File: src/sv/rmc_pkg.sv
package rmc_pkg;

  // field buffer depth and derived widths
  localparam int FIELD_CHARS = 6;
  localparam int CNT_W       = $clog2(FIELD_CHARS + 1);
  localparam int IDX_W       = $clog2(FIELD_CHARS);
  localparam int VAL_W       = 7;
  localparam int OFF_W       = 5;

  // ascii codes the parser reacts to
  localparam logic [7:0] CH_R     = 8'h52;
  localparam logic [7:0] CH_M     = 8'h4D;
  localparam logic [7:0] CH_C     = 8'h43;
  localparam logic [7:0] CH_COMMA = 8'h2C;
  localparam logic [7:0] CH_DOT   = 8'h2E;
  localparam logic [7:0] CH_A     = 8'h41;
  localparam logic [7:0] CH_0     = 8'h30;
  localparam logic [7:0] CH_9     = 8'h39;

  // offset register reset and clamp
  localparam logic [OFF_W-1:0] OFF_RESET = 5'd3;
  localparam logic [OFF_W-1:0] OFF_MAX   = 5'd23;

  // calendar constants
  localparam logic [VAL_W-1:0] HOURS_DAY  = 7'd24;
  localparam logic [VAL_W-1:0] MONTH_DEC  = 7'd12;
  localparam logic [VAL_W-1:0] MONTH_FEB  = 7'd2;
  localparam logic [VAL_W-1:0] YEAR_LAST  = 7'd99;
  localparam logic [VAL_W-1:0] DAYS_LONG  = 7'd31;
  localparam logic [VAL_W-1:0] DAYS_LEAPF = 7'd29;

  // sentence walker states
  typedef enum logic [4:0] {
    ST_WAIT_R,
    ST_WAIT_M,
    ST_WAIT_C,
    ST_COMMA1,
    ST_TIME,
    ST_COMMA2,
    ST_VALID,
    ST_LAT,
    ST_LAT_POLE,
    ST_LON,
    ST_LON_POLE,
    ST_SPEED,
    ST_COMMA8,
    ST_COURSE,
    ST_COMMA9,
    ST_DATE,
    ST_EMIT
  } parse_state_t;

  // decoded time and date of one sentence
  typedef struct packed {
    logic             fix;
    logic             err;
    logic [VAL_W-1:0] hh;
    logic [VAL_W-1:0] mi;
    logic [VAL_W-1:0] ss;
    logic [VAL_W-1:0] dd;
    logic [VAL_W-1:0] mo;
    logic [VAL_W-1:0] yy;
  } rmc_fields_t;

  // parser to pipeline hand-off
  typedef struct packed {
    logic        emit;
    rmc_fields_t fields;
  } rmc_emit_t;

  function automatic logic is_digit(input logic [7:0] c);
    return (c >= CH_0) && (c <= CH_9);
  endfunction

  // two ascii characters to a value, non-digits read as zero
  function automatic logic [VAL_W-1:0] pair_value(input logic [7:0] hi_c,
                                                   input logic [7:0] lo_c);
    logic [3:0] hv;
    logic [3:0] lv;
    hv = is_digit(hi_c) ? hi_c[3:0] : 4'd0;
    lv = is_digit(lo_c) ? lo_c[3:0] : 4'd0;
    return ({3'b000, hv} << 3) + ({3'b000, hv} << 1) + {3'b000, lv};
  endfunction

  // days of a month 1..12
  function automatic logic [VAL_W-1:0] month_days(input logic [3:0] mo);
    logic [VAL_W-1:0] d;
    unique case (mo)
      4'd2:                      d = 7'd28;
      4'd4, 4'd6, 4'd9, 4'd11:   d = 7'd30;
      default:                   d = DAYS_LONG;
    endcase
    return d;
  endfunction

endpackage

File: src/sv/rmc_if.sv
// input byte channel
interface rmc_in_if;
  logic       valid;
  logic       ready;
  logic [7:0] data_byte;

  modport source (output valid, output data_byte, input ready);
  modport sink   (input valid, input data_byte, output ready);
endinterface

// result channel
interface rmc_out_if;
  logic       valid;
  logic       ready;
  logic       fix_valid;
  logic       format_error;
  logic [6:0] hours;
  logic [6:0] minutes;
  logic [6:0] seconds;
  logic [6:0] day;
  logic [6:0] month;
  logic [6:0] year;

  modport source (output valid, output fix_valid, output format_error, output hours,
                  output minutes, output seconds, output day, output month,
                  output year, input ready);
  modport sink   (input valid, input fix_valid, input format_error, input hours,
                  input minutes, input seconds, input day, input month,
                  input year, output ready);
endinterface

File: src/sv/rmc_parse.sv
module rmc_parse (
  input  logic              clk,
  input  logic              rst_n,
  input  logic              in_fire,
  input  logic [7:0]        in_byte,
  output rmc_pkg::rmc_emit_t emit_o
);

  rmc_pkg::parse_state_t state_r, state_nxt;

  logic [7:0]                time_chars_r [rmc_pkg::FIELD_CHARS];
  logic [7:0]                date_chars_r [rmc_pkg::FIELD_CHARS];
  logic [rmc_pkg::CNT_W-1:0] time_count_r;
  logic [rmc_pkg::CNT_W-1:0] date_count_r;
  logic [7:0]                validity_char_r;
  logic                      validity_seen_r;

  logic comma;
  logic dot;
  logic time_room;
  logic date_room;
  logic time_wr, date_wr, valid_wr;
  logic time_cnt_clr, date_cnt_clr, seen_clr;
  logic emit;

  assign comma     = (in_byte == rmc_pkg::CH_COMMA);
  assign dot       = (in_byte == rmc_pkg::CH_DOT);
  assign time_room = (time_count_r < rmc_pkg::CNT_W'(rmc_pkg::FIELD_CHARS));
  assign date_room = (date_count_r < rmc_pkg::CNT_W'(rmc_pkg::FIELD_CHARS));

  // next state
  always_comb begin
    state_nxt = state_r;
    if (in_fire) begin
      unique case (state_r)
        rmc_pkg::ST_WAIT_R:   if (in_byte == rmc_pkg::CH_R) state_nxt = rmc_pkg::ST_WAIT_M;
        rmc_pkg::ST_WAIT_M:   if (in_byte == rmc_pkg::CH_M) state_nxt = rmc_pkg::ST_WAIT_C;
        rmc_pkg::ST_WAIT_C:   if (in_byte == rmc_pkg::CH_C) state_nxt = rmc_pkg::ST_COMMA1;
        rmc_pkg::ST_COMMA1:   if (comma) state_nxt = rmc_pkg::ST_TIME;
        rmc_pkg::ST_TIME: begin
          if (comma) state_nxt = rmc_pkg::ST_VALID;
          else if (dot) state_nxt = rmc_pkg::ST_COMMA2;
        end
        rmc_pkg::ST_COMMA2:   if (comma) state_nxt = rmc_pkg::ST_VALID;
        rmc_pkg::ST_VALID:    if (comma) state_nxt = rmc_pkg::ST_LAT;
        rmc_pkg::ST_LAT:      if (comma) state_nxt = rmc_pkg::ST_LAT_POLE;
        rmc_pkg::ST_LAT_POLE: if (comma) state_nxt = rmc_pkg::ST_LON;
        rmc_pkg::ST_LON:      if (comma) state_nxt = rmc_pkg::ST_LON_POLE;
        rmc_pkg::ST_LON_POLE: if (comma) state_nxt = rmc_pkg::ST_SPEED;
        rmc_pkg::ST_SPEED:
          state_nxt = comma ? rmc_pkg::ST_COURSE : rmc_pkg::ST_COMMA8;
        rmc_pkg::ST_COMMA8:   if (comma) state_nxt = rmc_pkg::ST_COURSE;
        rmc_pkg::ST_COURSE:
          state_nxt = comma ? rmc_pkg::ST_DATE : rmc_pkg::ST_COMMA9;
        rmc_pkg::ST_COMMA9:   if (comma) state_nxt = rmc_pkg::ST_DATE;
        rmc_pkg::ST_DATE:     if (comma) state_nxt = rmc_pkg::ST_EMIT;
        rmc_pkg::ST_EMIT:     state_nxt = rmc_pkg::ST_WAIT_R;
        default:              state_nxt = rmc_pkg::ST_WAIT_R;
      endcase
    end
  end

  // buffer controls
  always_comb begin
    time_wr      = 1'b0;
    date_wr      = 1'b0;
    valid_wr     = 1'b0;
    time_cnt_clr = 1'b0;
    date_cnt_clr = 1'b0;
    seen_clr     = 1'b0;
    emit         = 1'b0;
    if (in_fire) begin
      unique case (state_r)
        rmc_pkg::ST_COMMA1: time_cnt_clr = 1'b1;
        rmc_pkg::ST_TIME: begin
          seen_clr = 1'b1;
          time_wr  = !comma && !dot && time_room;
        end
        rmc_pkg::ST_VALID: valid_wr = !comma && !validity_seen_r;
        rmc_pkg::ST_COMMA9: date_cnt_clr = 1'b1;
        rmc_pkg::ST_DATE: date_wr = !comma && date_room;
        rmc_pkg::ST_EMIT: emit = 1'b1;
        default: ;
      endcase
    end
  end

  // state and field buffers
  always_ff @(posedge clk) begin
    if (!rst_n || emit) begin
      state_r         <= rst_n ? state_nxt : rmc_pkg::ST_WAIT_R;
      time_count_r    <= '0;
      date_count_r    <= '0;
      validity_char_r <= '0;
      validity_seen_r <= 1'b0;
      for (int i = 0; i < rmc_pkg::FIELD_CHARS; i++) begin
        time_chars_r[i] <= '0;
        date_chars_r[i] <= '0;
      end
    end else begin
      state_r <= state_nxt;
      if (time_cnt_clr) time_count_r <= '0;
      else if (time_wr) begin
        time_chars_r[time_count_r[rmc_pkg::IDX_W-1:0]] <= in_byte;
        time_count_r <= time_count_r + 1'b1;
      end
      if (date_cnt_clr) date_count_r <= '0;
      else if (date_wr) begin
        date_chars_r[date_count_r[rmc_pkg::IDX_W-1:0]] <= in_byte;
        date_count_r <= date_count_r + 1'b1;
      end
      if (seen_clr) validity_seen_r <= 1'b0;
      else if (valid_wr) begin
        validity_char_r <= in_byte;
        validity_seen_r <= 1'b1;
      end
    end
  end

  // digit decode of the stored characters
  logic err_any;
  always_comb begin
    err_any = 1'b0;
    for (int i = 0; i < 6; i++) begin
      if (!rmc_pkg::is_digit(time_chars_r[i]) || !rmc_pkg::is_digit(date_chars_r[i]))
        err_any = 1'b1;
    end
  end

  assign emit_o.emit       = emit;
  assign emit_o.fields.fix = (validity_char_r == rmc_pkg::CH_A);
  assign emit_o.fields.err = err_any;
  assign emit_o.fields.hh  = rmc_pkg::pair_value(time_chars_r[0], time_chars_r[1]);
  assign emit_o.fields.mi  = rmc_pkg::pair_value(time_chars_r[2], time_chars_r[3]);
  assign emit_o.fields.ss  = rmc_pkg::pair_value(time_chars_r[4], time_chars_r[5]);
  assign emit_o.fields.dd  = rmc_pkg::pair_value(date_chars_r[0], date_chars_r[1]);
  assign emit_o.fields.mo  = rmc_pkg::pair_value(date_chars_r[2], date_chars_r[3]);
  assign emit_o.fields.yy  = rmc_pkg::pair_value(date_chars_r[4], date_chars_r[5]);

endmodule

File: src/sv/rmc_adjust.sv
module rmc_adjust (
  input  rmc_pkg::rmc_fields_t      raw,
  input  logic [rmc_pkg::OFF_W-1:0] offset,
  output rmc_pkg::rmc_fields_t      adj
);

  logic [rmc_pkg::OFF_W-1:0] off;
  logic [rmc_pkg::VAL_W-1:0] off_w;
  logic [rmc_pkg::VAL_W-1:0] hh, dd, mo, yy;

  // clamp the offset to a day
  assign off   = (offset > rmc_pkg::OFF_MAX) ? rmc_pkg::OFF_MAX : offset;
  assign off_w = {2'b00, off};

  // local time with day, month and year rollback
  always_comb begin
    hh = raw.hh;
    dd = raw.dd;
    mo = raw.mo;
    yy = raw.yy;
    if (raw.fix) begin
      if (raw.hh >= off_w) begin
        hh = raw.hh - off_w;
      end else begin
        hh = raw.hh + rmc_pkg::HOURS_DAY - off_w;
        if (raw.dd > 7'd1) begin
          dd = raw.dd - 7'd1;
        end else begin
          if (raw.mo <= 7'd1) begin
            mo = rmc_pkg::MONTH_DEC;
            yy = (raw.yy == '0) ? rmc_pkg::YEAR_LAST : raw.yy - 7'd1;
          end else begin
            mo = raw.mo - 7'd1;
          end
          dd = (mo <= rmc_pkg::MONTH_DEC) ? rmc_pkg::month_days(mo[3:0])
                                          : rmc_pkg::DAYS_LONG;
          // two-digit year: multiple of four is leap, 00 included
          if (mo == rmc_pkg::MONTH_FEB && yy[1:0] == 2'b00) dd = rmc_pkg::DAYS_LEAPF;
        end
      end
    end
  end

  assign adj.fix = raw.fix;
  assign adj.err = raw.err;
  assign adj.hh  = hh;
  assign adj.mi  = raw.mi;
  assign adj.ss  = raw.ss;
  assign adj.dd  = dd;
  assign adj.mo  = mo;
  assign adj.yy  = yy;

endmodule

File: src/sv/nmea_rmc_time_date_parser_top.sv
// NMEA RMC time and date parser.
// in_ch carries one received character per word; the parser walks the RMC
// sentence, keeps the time, validity letter and date fields, and on the
// character after the comma that closes the date field puts one word on
// out_ch: time, date, fix_valid and format_error. With validity letter A the
// time is moved back by cfg_wdata hours (written with cfg_we, clamped to 23)
// with day, month and year rollback.
// Throughput: one character per cycle while in_ch.ready is high. The emitting
// character is registered with the decoded fields in a stage register, the
// rollback logic sits between that stage and the output register, so a result
// passes the stage register and then the output register on its way to out_ch.
// When out_ch stalls, the output register and the stage register both hold a
// result; in_ch.ready drops only while both are full and out_ch is stalled.
// Characters that produce no result are still taken while either stage has room.
// Reset (rst_n low, synchronous) clears both stages, returns the parser to
// waiting for R, clears the field buffers and sets the offset to 3 hours.
module nmea_rmc_time_date_parser_top (
  input  logic        clk,
  input  logic        rst_n,
  rmc_in_if.sink      in_ch,
  rmc_out_if.source   out_ch,
  input  logic        cfg_we,
  input  logic [4:0]  cfg_wdata
);

  logic [rmc_pkg::OFF_W-1:0] offset_r;
  rmc_pkg::rmc_emit_t        emit_w;
  rmc_pkg::rmc_fields_t      s1_fields_r;
  logic                      s1_valid_r;
  rmc_pkg::rmc_fields_t      adj_w;
  rmc_pkg::rmc_fields_t      out_fields_r;
  logic                      out_valid_r;
  logic                      out_free;
  logic                      in_fire;

  // handshakes
  assign out_free    = !out_valid_r || out_ch.ready;
  assign in_ch.ready = !s1_valid_r || out_free;
  assign in_fire     = in_ch.valid && in_ch.ready;

  // offset register
  always_ff @(posedge clk) begin
    if (!rst_n) offset_r <= rmc_pkg::OFF_RESET;
    else if (cfg_we) offset_r <= cfg_wdata;
  end

  // sentence walker
  rmc_parse u_parse (
    .clk     (clk),
    .rst_n   (rst_n),
    .in_fire (in_fire),
    .in_byte (in_ch.data_byte),
    .emit_o  (emit_w)
  );

  // stage register for decoded fields
  always_ff @(posedge clk) begin
    if (!rst_n) begin
      s1_valid_r <= 1'b0;
    end else if (emit_w.emit) begin
      s1_valid_r <= 1'b1;
    end else if (out_free) begin
      s1_valid_r <= 1'b0;
    end
  end

  always_ff @(posedge clk) begin
    if (emit_w.emit) s1_fields_r <= emit_w.fields;
  end

  // local time rollback
  rmc_adjust u_adjust (
    .raw    (s1_fields_r),
    .offset (offset_r),
    .adj    (adj_w)
  );

  // output register
  always_ff @(posedge clk) begin
    if (!rst_n) begin
      out_valid_r <= 1'b0;
    end else if (out_free) begin
      out_valid_r <= s1_valid_r;
    end
  end

  always_ff @(posedge clk) begin
    if (out_free && s1_valid_r) out_fields_r <= adj_w;
  end

  assign out_ch.valid        = out_valid_r;
  assign out_ch.fix_valid    = out_fields_r.fix;
  assign out_ch.format_error = out_fields_r.err;
  assign out_ch.hours        = out_fields_r.hh;
  assign out_ch.minutes      = out_fields_r.mi;
  assign out_ch.seconds      = out_fields_r.ss;
  assign out_ch.day          = out_fields_r.dd;
  assign out_ch.month        = out_fields_r.mo;
  assign out_ch.year         = out_fields_r.yy;

  // a closing character always lands in the stage register
  a_emit_loads: assert property (@(posedge clk) disable iff (!rst_n)
    emit_w.emit |=> s1_valid_r)
    else $error("emitted result not captured");

  // a staged result moves to the output when the output has room
  a_stage_moves: assert property (@(posedge clk) disable iff (!rst_n)
    (s1_valid_r && out_free) |=> out_valid_r)
    else $error("staged result lost");

  // an emit is only possible when the stage can take it
  a_no_overrun: assert property (@(posedge clk) disable iff (!rst_n)
    emit_w.emit |-> (!s1_valid_r || out_free))
    else $error("stage register overrun");

  // a stalled result keeps its fields
  a_hold: assert property (@(posedge clk) disable iff (!rst_n)
    (out_valid_r && !out_ch.ready) |=> $stable(out_fields_r))
    else $error("stalled result changed");

endmodule

File: src/flat_wrapper.sv
// flat-port wrapper written by rule: the top's interface ports become plain ports
module nmea_rmc_time_date_parser_top_flat 
  (clk, rst_n, cfg_we, cfg_wdata, in_ch_valid, in_ch_data_byte, in_ch_ready, out_ch_valid, out_ch_fix_valid, out_ch_format_error, out_ch_hours, out_ch_minutes, out_ch_seconds, out_ch_day, out_ch_month, out_ch_year, out_ch_ready);
  rmc_in_if in_ch_i ();
  rmc_out_if out_ch_i ();
  input  logic clk;
  input  logic rst_n;
  input  logic cfg_we;
  input  logic [4:0] cfg_wdata;
  input wire logic [$bits(in_ch_i.valid)-1:0] in_ch_valid;
  input wire logic [$bits(in_ch_i.data_byte)-1:0] in_ch_data_byte;
  output wire logic [$bits(in_ch_i.ready)-1:0] in_ch_ready;
  output wire logic [$bits(out_ch_i.valid)-1:0] out_ch_valid;
  output wire logic [$bits(out_ch_i.fix_valid)-1:0] out_ch_fix_valid;
  output wire logic [$bits(out_ch_i.format_error)-1:0] out_ch_format_error;
  output wire logic [$bits(out_ch_i.hours)-1:0] out_ch_hours;
  output wire logic [$bits(out_ch_i.minutes)-1:0] out_ch_minutes;
  output wire logic [$bits(out_ch_i.seconds)-1:0] out_ch_seconds;
  output wire logic [$bits(out_ch_i.day)-1:0] out_ch_day;
  output wire logic [$bits(out_ch_i.month)-1:0] out_ch_month;
  output wire logic [$bits(out_ch_i.year)-1:0] out_ch_year;
  input wire logic [$bits(out_ch_i.ready)-1:0] out_ch_ready;
  assign in_ch_i.valid = in_ch_valid;
  assign in_ch_i.data_byte = in_ch_data_byte;
  assign in_ch_ready = in_ch_i.ready;
  assign out_ch_valid = out_ch_i.valid;
  assign out_ch_fix_valid = out_ch_i.fix_valid;
  assign out_ch_format_error = out_ch_i.format_error;
  assign out_ch_hours = out_ch_i.hours;
  assign out_ch_minutes = out_ch_i.minutes;
  assign out_ch_seconds = out_ch_i.seconds;
  assign out_ch_day = out_ch_i.day;
  assign out_ch_month = out_ch_i.month;
  assign out_ch_year = out_ch_i.year;
  assign out_ch_i.ready = out_ch_ready;
  nmea_rmc_time_date_parser_top u_core (.clk(clk), .rst_n(rst_n), .in_ch(in_ch_i), .out_ch(out_ch_i), .cfg_we(cfg_we), .cfg_wdata(cfg_wdata));
endmodule
File: config.mk
export PLATFORM = sky130hd
export DESIGN_NAME = nmea_rmc_time_date_parser_top_flat
export DESIGN_NICKNAME = d
export VERILOG_FILES = /design/src/sv/rmc_pkg.sv /design/src/sv/rmc_if.sv /design/src/sv/rmc_parse.sv /design/src/sv/rmc_adjust.sv /design/src/sv/nmea_rmc_time_date_parser_top.sv /design/src/flat_wrapper.sv
export SDC_FILE = /design/constraint.sdc
export NUM_CORES = 1
export LEC_CHECK = 0
export BUFFER_PORTS_ARGS = -buffer_cell sky130_fd_sc_hd__clkbuf_2
export CORE_MARGIN = 5
export CORE_UTILIZATION = 55
export DETAILED_ROUTE_END_ITERATION = 8
export PLACE_DENSITY = 0.73
export SLEW_MARGIN = 10
export SYNTH_ARGS = -nofsm -noshare
export SYNTH_HDL_FRONTEND = slang
export SYNTH_SLANG_ARGS = --single-unit
export TNS_END_PERCENT = 20
File: constraint.sdc
create_clock -name clk -period 5.8 [get_ports clk]
set_input_delay 1.16 -clock clk [delete_from_list [all_inputs] [get_ports clk]]
set_output_delay 1.16 -clock clk [all_outputs]
set_load 0.005 [all_outputs]
======== After elaboration in Yosys (flattened, before gate mapping) ========
Memories as Yosys holds them, arrays and structs flattened.
Cells that the tools add are included.
cells by class
  add/sub/neg operators ................... 20
  $lt $le $gt $ge ......................... 31
  eq/ne operators ......................... 28
  multiplexer cells ....................... 90
  bitwise gates (word level) .............. 1
  reduce and logical (&&, ||, !) cells .... 58
operator list
  kind                   count
  $mux W7                22
  $ge A8 B6 Y1 const B   12
  $le A8 B6 Y1 const B   12
  $mux W5                19
  $pmux W5 S16           1
  $mux W4                12
  $add A7 B4 Y7          6
  $add A7 B5 Y7          6
  $eq A5 B4 Y1 const B   8
  $eq A8 B7 Y1 const B   4
  $mux W1                31
  $sub A7 B1 Y7 const B  3
  $eq A5 B3 Y1 const B   4
  $logic_and A1 B1 Y1    19
  $logic_not A1 Y1       18
  $eq A8 B6 Y1 const B   2
  $mux W8                2
  $reduce_or A8 Y1       2
  $sub A7 B5 Y7          2
  $eq A5 B2 Y1 const B   2
  $logic_or A1 B1 Y1     9
  $eq A4 B3 Y1 const B   2
  $eq A4 B4 Y1 const B   2
  $add A7 B5 Y7 const B  1
  other kinds (22)       27
storage, ports and cells
  flip-flop bits (word level) ............. 115
  memory bits (writable) .................. 96
  input bits .............................. 18
  word-level logic and storage cells ...... 254
  memories kept ........................... 2
memories
  name                         depth  width  read ports  clocked after Yosys merged registers in  wr ports  RTL line         source
  u_core.u_parse.date_chars_r  6      8      6           0                                        6         rmc_parse.sv:12  logic [7:0] date_chars_r [rmc_pkg::FIELD_CHARS];
  u_core.u_parse.time_chars_r  6      8      6           0                                        6         rmc_parse.sv:11  logic [7:0] time_chars_r [rmc_pkg::FIELD_CHARS];

======== Longest topological paths before layout ========
Gate-level depths: netlist of run 1.
  depth after elaboration ................. 13
  gate-level depth with buffers ........... 12
  depth with buffers taken out ............ 12

======== Cells and area by module ========
From an unflattened synthesis of run 1, not the netlist that was laid out.
unflattened totals
  cell total of the unflattened synthesis .. 996
  area, all modules ....................... 11533.6 µm²
by module, submodules not included
  module                         times used  cells each  area each (µm²)  sequential area each (µm²)
  rmc_parse                      1           634         6805.3           3283.1
  nmea_rmc_time_date_parser_top  1           113         2929.1           2782.7
  rmc_adjust                     1           249         1799.2           0.0

======== Worst setup path after synthesis of run 1 ========
No wires, ideal clock.
  path kind ............................... input -> register
  start ................................... in out_ch_ready
  end ..................................... reg u_core.s1_fields_r[0] (netlist name) (enable)
  arrival time ............................ 4.930 ns
  slack ................................... 0.368 ns
  cell stages on the path ................. 5
  buffers on the path ..................... 1
  cell sequence ........................... and3b_1 > clkbuf_1 > inv_1 > nand2_1 > nor3_1
RTL lines
  element               RTL line                             source
  start, declared       flat_wrapper.sv:22                   input wire logic [$bits(out_ch_i.ready)-1:0] out_ch_ready;
  end signal, assigned  nmea_rmc_time_date_parser_top.sv:68  if (emit_w.emit) s1_fields_r <= emit_w.fields;
  end, declared         nmea_rmc_time_date_parser_top.sv:28  rmc_pkg::rmc_fields_t s1_fields_r;

==> results of run 1 <==
routing by layer:
metal  global-route usage [%]  routed length [um]  up-vias
met5                        0                   0        -
met4                     6.21                 552        0
met3                     3.01                1060       42
met2                     30.5               10100      170
met1                     23.5                9090     3295
li1                         -                   -     3530
placed cells by master, fill, tap and decap left out, types with 15 or more instances in the layout:
| cell type | instances |
|---|---|
| mux2i_1 | 20 |
| nand2_1 | 55 |
| nor2_1 | 104 |
| edfxtp_1 | 184 |
| nor3_1 | 15 |
| a21o_1 | 16 |
| clkbuf_16 | 23 |
| o21ai_0 | 30 |
| a21oi_1 | 35 |
| clkbuf_2 | 63 |
| fa_1 | 16 |
| ha_1 | 64 |
| dfxtp_1 | 27 |
| xnor2_1 | 26 |
| and2_1 | 79 |
| inv_1 | 82 |
stage by stage:
stage                     cell area (um2)  hold WS, ns  setup slack, ns  instances
after floorplan                     11100        0.400            0.368        963
after global placement              11600        0.402             2.16       1263
after detailed placement            11600        0.405             2.07       1263
after CTS                           12400        0.417             2.18       1305
after global routing                12400        0.422             1.93       1305
final                               12400        0.417             2.17       1305
critical path: stages (launching register included):
cell and delay, ns:
dfxtp_1 0.41, a21oi_1 0.12, ha_1 0.26, fa_1 0.42
a21oi_1 0.16, o221ai_1 0.31, a21oi_1 0.96, nor4b_1 0.36
mux2_2 0.37
flip-flops by register name (all words and copies together) (netlist names), 5 cells and up:
signal / flops
u_core.out_ch.minutes: 7
u_core.out_ch.month: 7
u_core.u_parse.validity_char_r: 8
u_core.offset_r: 5
u_core.out_ch.day: 7
u_core.u_parse.state_r: 5
u_core.u_parse.date_chars_r: 48
u_core.s1_fields_r: 44
u_core.u_parse.time_chars_r: 48
u_core.out_ch.seconds: 7
u_core.out_ch.hours: 7
u_core.out_ch.year: 7
power groups by stage:
stage	Combinational [mW]	Sequential, mW	Clock [mW]
2_1_floorplan	0.0695	1.70	0
3_3_place_gp	0.0957	1.70	0
3_5_place_dp	0.0986	1.70	0
4_1_cts	0.0991	1.67	1.44
5_1_grt	0.111	1.68	1.50
6_report	0.0986	1.67	1.41
final cells by class:
type / count / area [um2] / area share (%)
Sequential cell: 211 / 6070 / 49.0
Multi-Input combinational cell: 634 / 4600 / 37.2
Clock buffer: 29 / 598 / 4.83
Timing Repair Buffer: 66 / 338 / 2.73
Tap cell: 270 / 338 / 2.73
Inverter: 82 / 308 / 2.49
Clock inverter: 13 / 129 / 1.04
cell families (layout without fill, tap and decap cells):
family / Yosys count / after routing / share of synthesized area (%)
compound gates: 136 / 136 / 8.26
xor+xnor: 32 / 32 / 2.53
fa+ha+maj: 80 / 80 / 10.1
buf+inv: 118 / 190 / 4.06
flops: 211 / 211 / 54.7
mux: 27 / 27 / 2.51
simple gates: 359 / 359 / 17.9
worst paths after layout:
check                                                       from                                 end  slack, ns  depth (start not counted)
worst min-delay path            u_core.s1_fields_r[28]$_DFFE_PP_  u_core.out_ch.minutes[0]$_DFFE_PP_       0.42                          0
worst max-delay path             u_core.offset_r[4]$_SDFFE_PN0P_      u_core.out_ch.day[5]$_DFFE_PP_       2.17                          8
worst min register to register  u_core.s1_fields_r[28]$_DFFE_PP_  u_core.out_ch.minutes[0]$_DFFE_PP_       0.42                          0
worst max register to register   u_core.offset_r[4]$_SDFFE_PN0P_      u_core.out_ch.day[5]$_DFFE_PP_       2.17                          8
==> run metrics, run 1 <==
initial antenna violation count=0; share of cells above drive strength 1=12.6%; Clk pwr share=44.3%; Initial Util=55.4%; via count=7,037; root buf cell=clkbuf_16; Worst Hold Class=flip-flop to flip-flop; area leader, netlist=edfxtp_1; Die Ht=152 um; Final Hold Viols=0; switching share of power=20.8%; I/O Buffers=63; setup TNS=0 ns; CP Launch Type=flip-flop; DRT iter0 DRCs=386; Total GRT Usage=18.0%; relative slew slack=20.0%; Synth warnings=0; dominant cell by count in the synthesized netlist=edfxtp_1; list of most frequent post-synthesis cells=edfxtp_1 (184), nor2_1 (104), inv_1 (82); CTS tree=yes; Num CTS Buffers=23; Yosys top cell area share=49.8%; CP Class=flip-flop to flip-flop; CTS Hold Buffers Added=0; vias per cell=5.39; die area=around 0.023 mm2; Overall Power=3.18 mW; postcts setup bufs=0; Pwr Density=257 mW/mm2; Wirelength per Cell=about 16 um; status=completed; core area=0.0200 mm2; # diodes=0; largest cells by area after synthesis=edfxtp_1 (50%), ha_1 (7.2%), dfxtp_1 (4.9%), and2_1 (4.5%), nor2_1 (3.5%); CTS resizes=0; Post-Synthesis Cells=963; crit path DAT=just under 4 ns; Synth Register Bits=211; Tmin final=~3.6 ns; Syn Nets=~1,100; RSZ-0062 raised after global routing=false; Top Ports=64; Max clock buf depth=3; worst-path maximum fanout=15; Pint=2.52 mW; Tcrit/Tclk final=~63%; share of flip-flops with an asynchronous set or reset=0%; DRT Pass-1 Iters=6; grt ovf=0; clock insertion delay at the later pin of the skew report=about 0.53 ns; Detail Placement HPWL=15.3 mm; Top FF cell, synth=edfxtp_1; fin. max-slew vios=0; largest net degree at the start of global routing=46; Tightest Pin Transition=1.19 ns; worst vdd ir=0.222 mV; die boundary width=between 150 and 200 um; Post-synth EDFFs=184; Final Util=61.8%; fill count=1,617; first-pass GRT wire length=34.5 mm; Pleak=5.12 nW; Gate power share=3.1%; drc violations=0; Netlist cell types=72; Final Net Count=roughly 1,100; htree depth=1; net switching power=about 660 uW; Clock Sinks=211; global placer's final weighted congestion=0.840; final setup vio count=0; vias in the first global route=6,966; site row count=52; Crit. End Element=flip-flop; WP data required=6.07 ns; mapped cell area=between 0.01 and 0.015 mm2; syn_area_per_cell=11.5 um2; P&R area growth vs syn=11.6%; fmax=275 MHz; max_cap viols=0; CTS clock-pin slew for the worst setup and hold paths=0.06 ns; final WL=20.8 mm; sequential share of power=between 50% and 60%; share of the yosys chip area belonging to registers=54.7%; skew final=0.0169 ns; post-route ant nets=0
(Power assumes the default switching activity.)
==> inputs of run 2 (changes only) <==
clock period = 3.7 ns   (was 5.8 ns; I/O delays follow)
==> run 2 against run 1 <==
Net effect:
- critical path depth is the same
- highest routed layer is now met5
- largest power group unchanged
- via count grew 0.99%
- clock power rose by 67%
- final cell count grew 0.92%
- first-iteration DRC count fell by 12%
- core utilization up 0.76 points
- global-route usage decreased by 0.13 points
==> run metrics, run 2 (synthesis gave the netlist of run 1 again) <==
status=completed (unchanged); CP Class=flip-flop to flip-flop (unchanged); Worst path most repeated cell=a21oi_1 (unchanged); relative slew slack=24.5% (was 20.0%); share of cells above drive strength 1=13.9% (was 12.6%); DRT iter0 DRCs=338 (was 386); Die Ht=152 um (unchanged); largest net degree at the start of global routing=46 (unchanged); Detail Placement HPWL=14.9 mm (was 15.3 mm); first-pass GRT wire length=34.6 mm (was 34.5 mm); postcts setup bufs=0 (unchanged); final WL=20.5 mm (was 20.8 mm); crit-path cells=a21oi_1, ha_1, fa_1, a21oi_1, o221ai_1, a2111oi_4, nand3_1, mux2_2 (was a21oi_1, ha_1, fa_1, a21oi_1, o221ai_1, a21oi_1, nor4b_1, mux2_2); initial antenna violation count=1 (was 0); Initial Util=55.4% (unchanged); Num CTS Buffers=23 (unchanged); DRT Pass-1 Iters=4 (was 6); via count=7,107 (was 7,037); Tmin final=3.11 ns (was 3.63 ns); WP data required=3.96 ns (was 6.07 ns); Final Hold Viols=0 (unchanged); die boundary width=152 um (unchanged); post-route ant nets=0 (unchanged); pre-CTS WS=0.356 ns (was 2.07 ns); CP Launch Type=flip-flop (unchanged); vias in the first global route=7,196 (was 6,966); global placer's final weighted congestion=0.868 (was 0.840); CTS tree=yes (unchanged); CTS clock-pin slew for the worst setup and hold paths=0.06 ns (about the same); CP Depth=8 (unchanged); most frequent cells in the layout=edfxtp_1 (184), nor2_1 (104), inv_1 (82) (unchanged); worst vdd ir=0.347 mV (was 0.222 mV); die area=0.0231 mm2 (unchanged); R2R Path Start=u_core.offset_r[4]$_SDFFE_PN0P_ (unchanged); worst hold path cell count=0 (unchanged); core area=0.0200 mm2 (unchanged); htree depth=1 (unchanged); drc violations=0 (unchanged); I/O Buffers=63 (unchanged); site row count=52 (unchanged); P&R area growth vs syn=12.9% (was 11.6%); # diodes=0 (unchanged); Final Net Count=1,128 (was 1,116); Final Cell Area=0.0125 mm2 (was 0.0124 mm2); fin. max-slew vios=0 (unchanged); Max stage delay cell, worst path=a2111oi_4 (was a21oi_1); vias per cell=5.40 (was 5.39); Max clock buf depth=3 (unchanged); Worst Path Buf+Inv=0 (unchanged); Total GRT Usage=17.8% (was 18.0%); CTS resizes=0 (unchanged); most common cell after layout, fill and taps aside=edfxtp_1 (unchanged); root buf cell=clkbuf_16 (unchanged); Worst Hold Class=flip-flop to flip-flop (unchanged); fmax=322 MHz (was 275 MHz); Top Ports=64 (unchanged); skew final=0.00962 ns (was 0.0169 ns); CTS Hold Buffers Added=0 (unchanged); Final Util=62.5% (was 61.8%); grt ovf=0 (unchanged); worst-path maximum fanout=10 (was 15); hold_sp=u_core.s1_fields_r[24]$_DFFE_PP_ (was u_core.s1_fields_r[28]$_DFFE_PP_); Clock Sinks=211 (unchanged); Final WS setup=0.595 ns (was 2.17 ns); Top delay family on crit path=compound AO/OA/AOI/OAI gates (unchanged); crit path DAT=3.37 ns (was 3.90 ns); slowest stage delay, CP=0.75 ns (was 0.96 ns); Pwr Density=411 mW/mm2 (was 257 mW/mm2); Wirelength per Cell=15.5 um (was 15.9 um); Tcrit/Tclk final=83.9% (was 62.6%); launch point of the worst path=u_core.offset_r[4]$_SDFFE_PN0P_ (unchanged); final setup vio count=0 (unchanged); fill count=1,608 (was 1,617); worst reg2reg path depth=8 (unchanged); Tightest Pin Transition=1.12 ns (was 1.19 ns); clock insertion delay at the later pin of the skew report=0.51 ns (was 0.53 ns); DP Area=0.0117 mm2 (was 0.0116 mm2); RSZ-0062 raised after global routing=false (unchanged); biggest regs=u_core.u_parse.date_chars_r x48, u_core.u_parse.time_chars_r x48, u_core.s1_fields_r x44 (unchanged); max_cap viols=0 (unchanged); Crit. End Element=flip-flop (unchanged); Pleak=5.21 nW (was 5.12 nW)
-- run 2: cell count changes in the layout (fill, tap and decap cells not counted), sizes merged --
cell,before,now
buf,3,15
bufinv,2,4
clkinv,9,6
inv,83,84
-- run 2: report_power, final --
group / switching [mW] / leakage [nW] / internal [mW] / total [mW]
logic: 0.106 / 2.81 / 0.0571 / 0.164
registers: 0.0146 / 2.01 / 2.61 / 2.62
clock network: 0.911 / 0.386 / 1.45 / 2.36
-- run 2: worst paths after layout --
path | end | slack (ns)
worst max-delay path | u_core.out_ch.year[4]$_DFFE_PP_ | 0.59
worst min-delay path | u_core.out_ch.seconds[3]$_DFFE_PP_ | 0.42
worst max register to register | u_core.out_ch.year[4]$_DFFE_PP_ | 0.59
worst min register to register | u_core.out_ch.seconds[3]$_DFFE_PP_ | 0.42
-- run 2: worst reg2reg max path, stage by stage, from the launching register on --
cell,delay (ns)
dfxtp_1,0.42
a21oi_1,0.12
ha_1,0.26
fa_1,0.42
a21oi_1,0.17
o221ai_1,0.27
a2111oi_4,0.75
nand3_1,0.16
mux2_2,0.29
-- run 2: layer usage --
metal	wire length, um	vias up	share of wire (%)	track usage, %
met4	513	2	2.5	5.74
met5	11	-	0.054	0
met3	1030	39	5.0	3.78
met1	8950	3361	44	22.8
li1	-	3561	-	-
met2	9950	144	49	30.5
-- run 2: cell type report --
type                       count  area (um2)  share of cell area, %
sequential                   211        6070                   48.4
multi-input combinational    634        4610                   36.8
clock buffer                  29         608                   4.85
timing repair buffer          78         428                   3.42
tap                          270         338                   2.70
inverter                      82         308                   2.46
clock inverter                13         175                   1.40
-- run 2: per-stage QoR --
step           setup TNS (ns)  total power [mW]  hold slack, ns  std cells
2_1_floorplan          -36.04              2.78           0.400        963
4_1_cts                     0              5.20           0.419       1317
6_report                    0              5.15           0.416       1317
3_5_place_dp                0              2.84           0.405       1275
5_1_grt                     0              5.33           0.431       1317
3_3_place_gp                0              2.83           0.402       1275
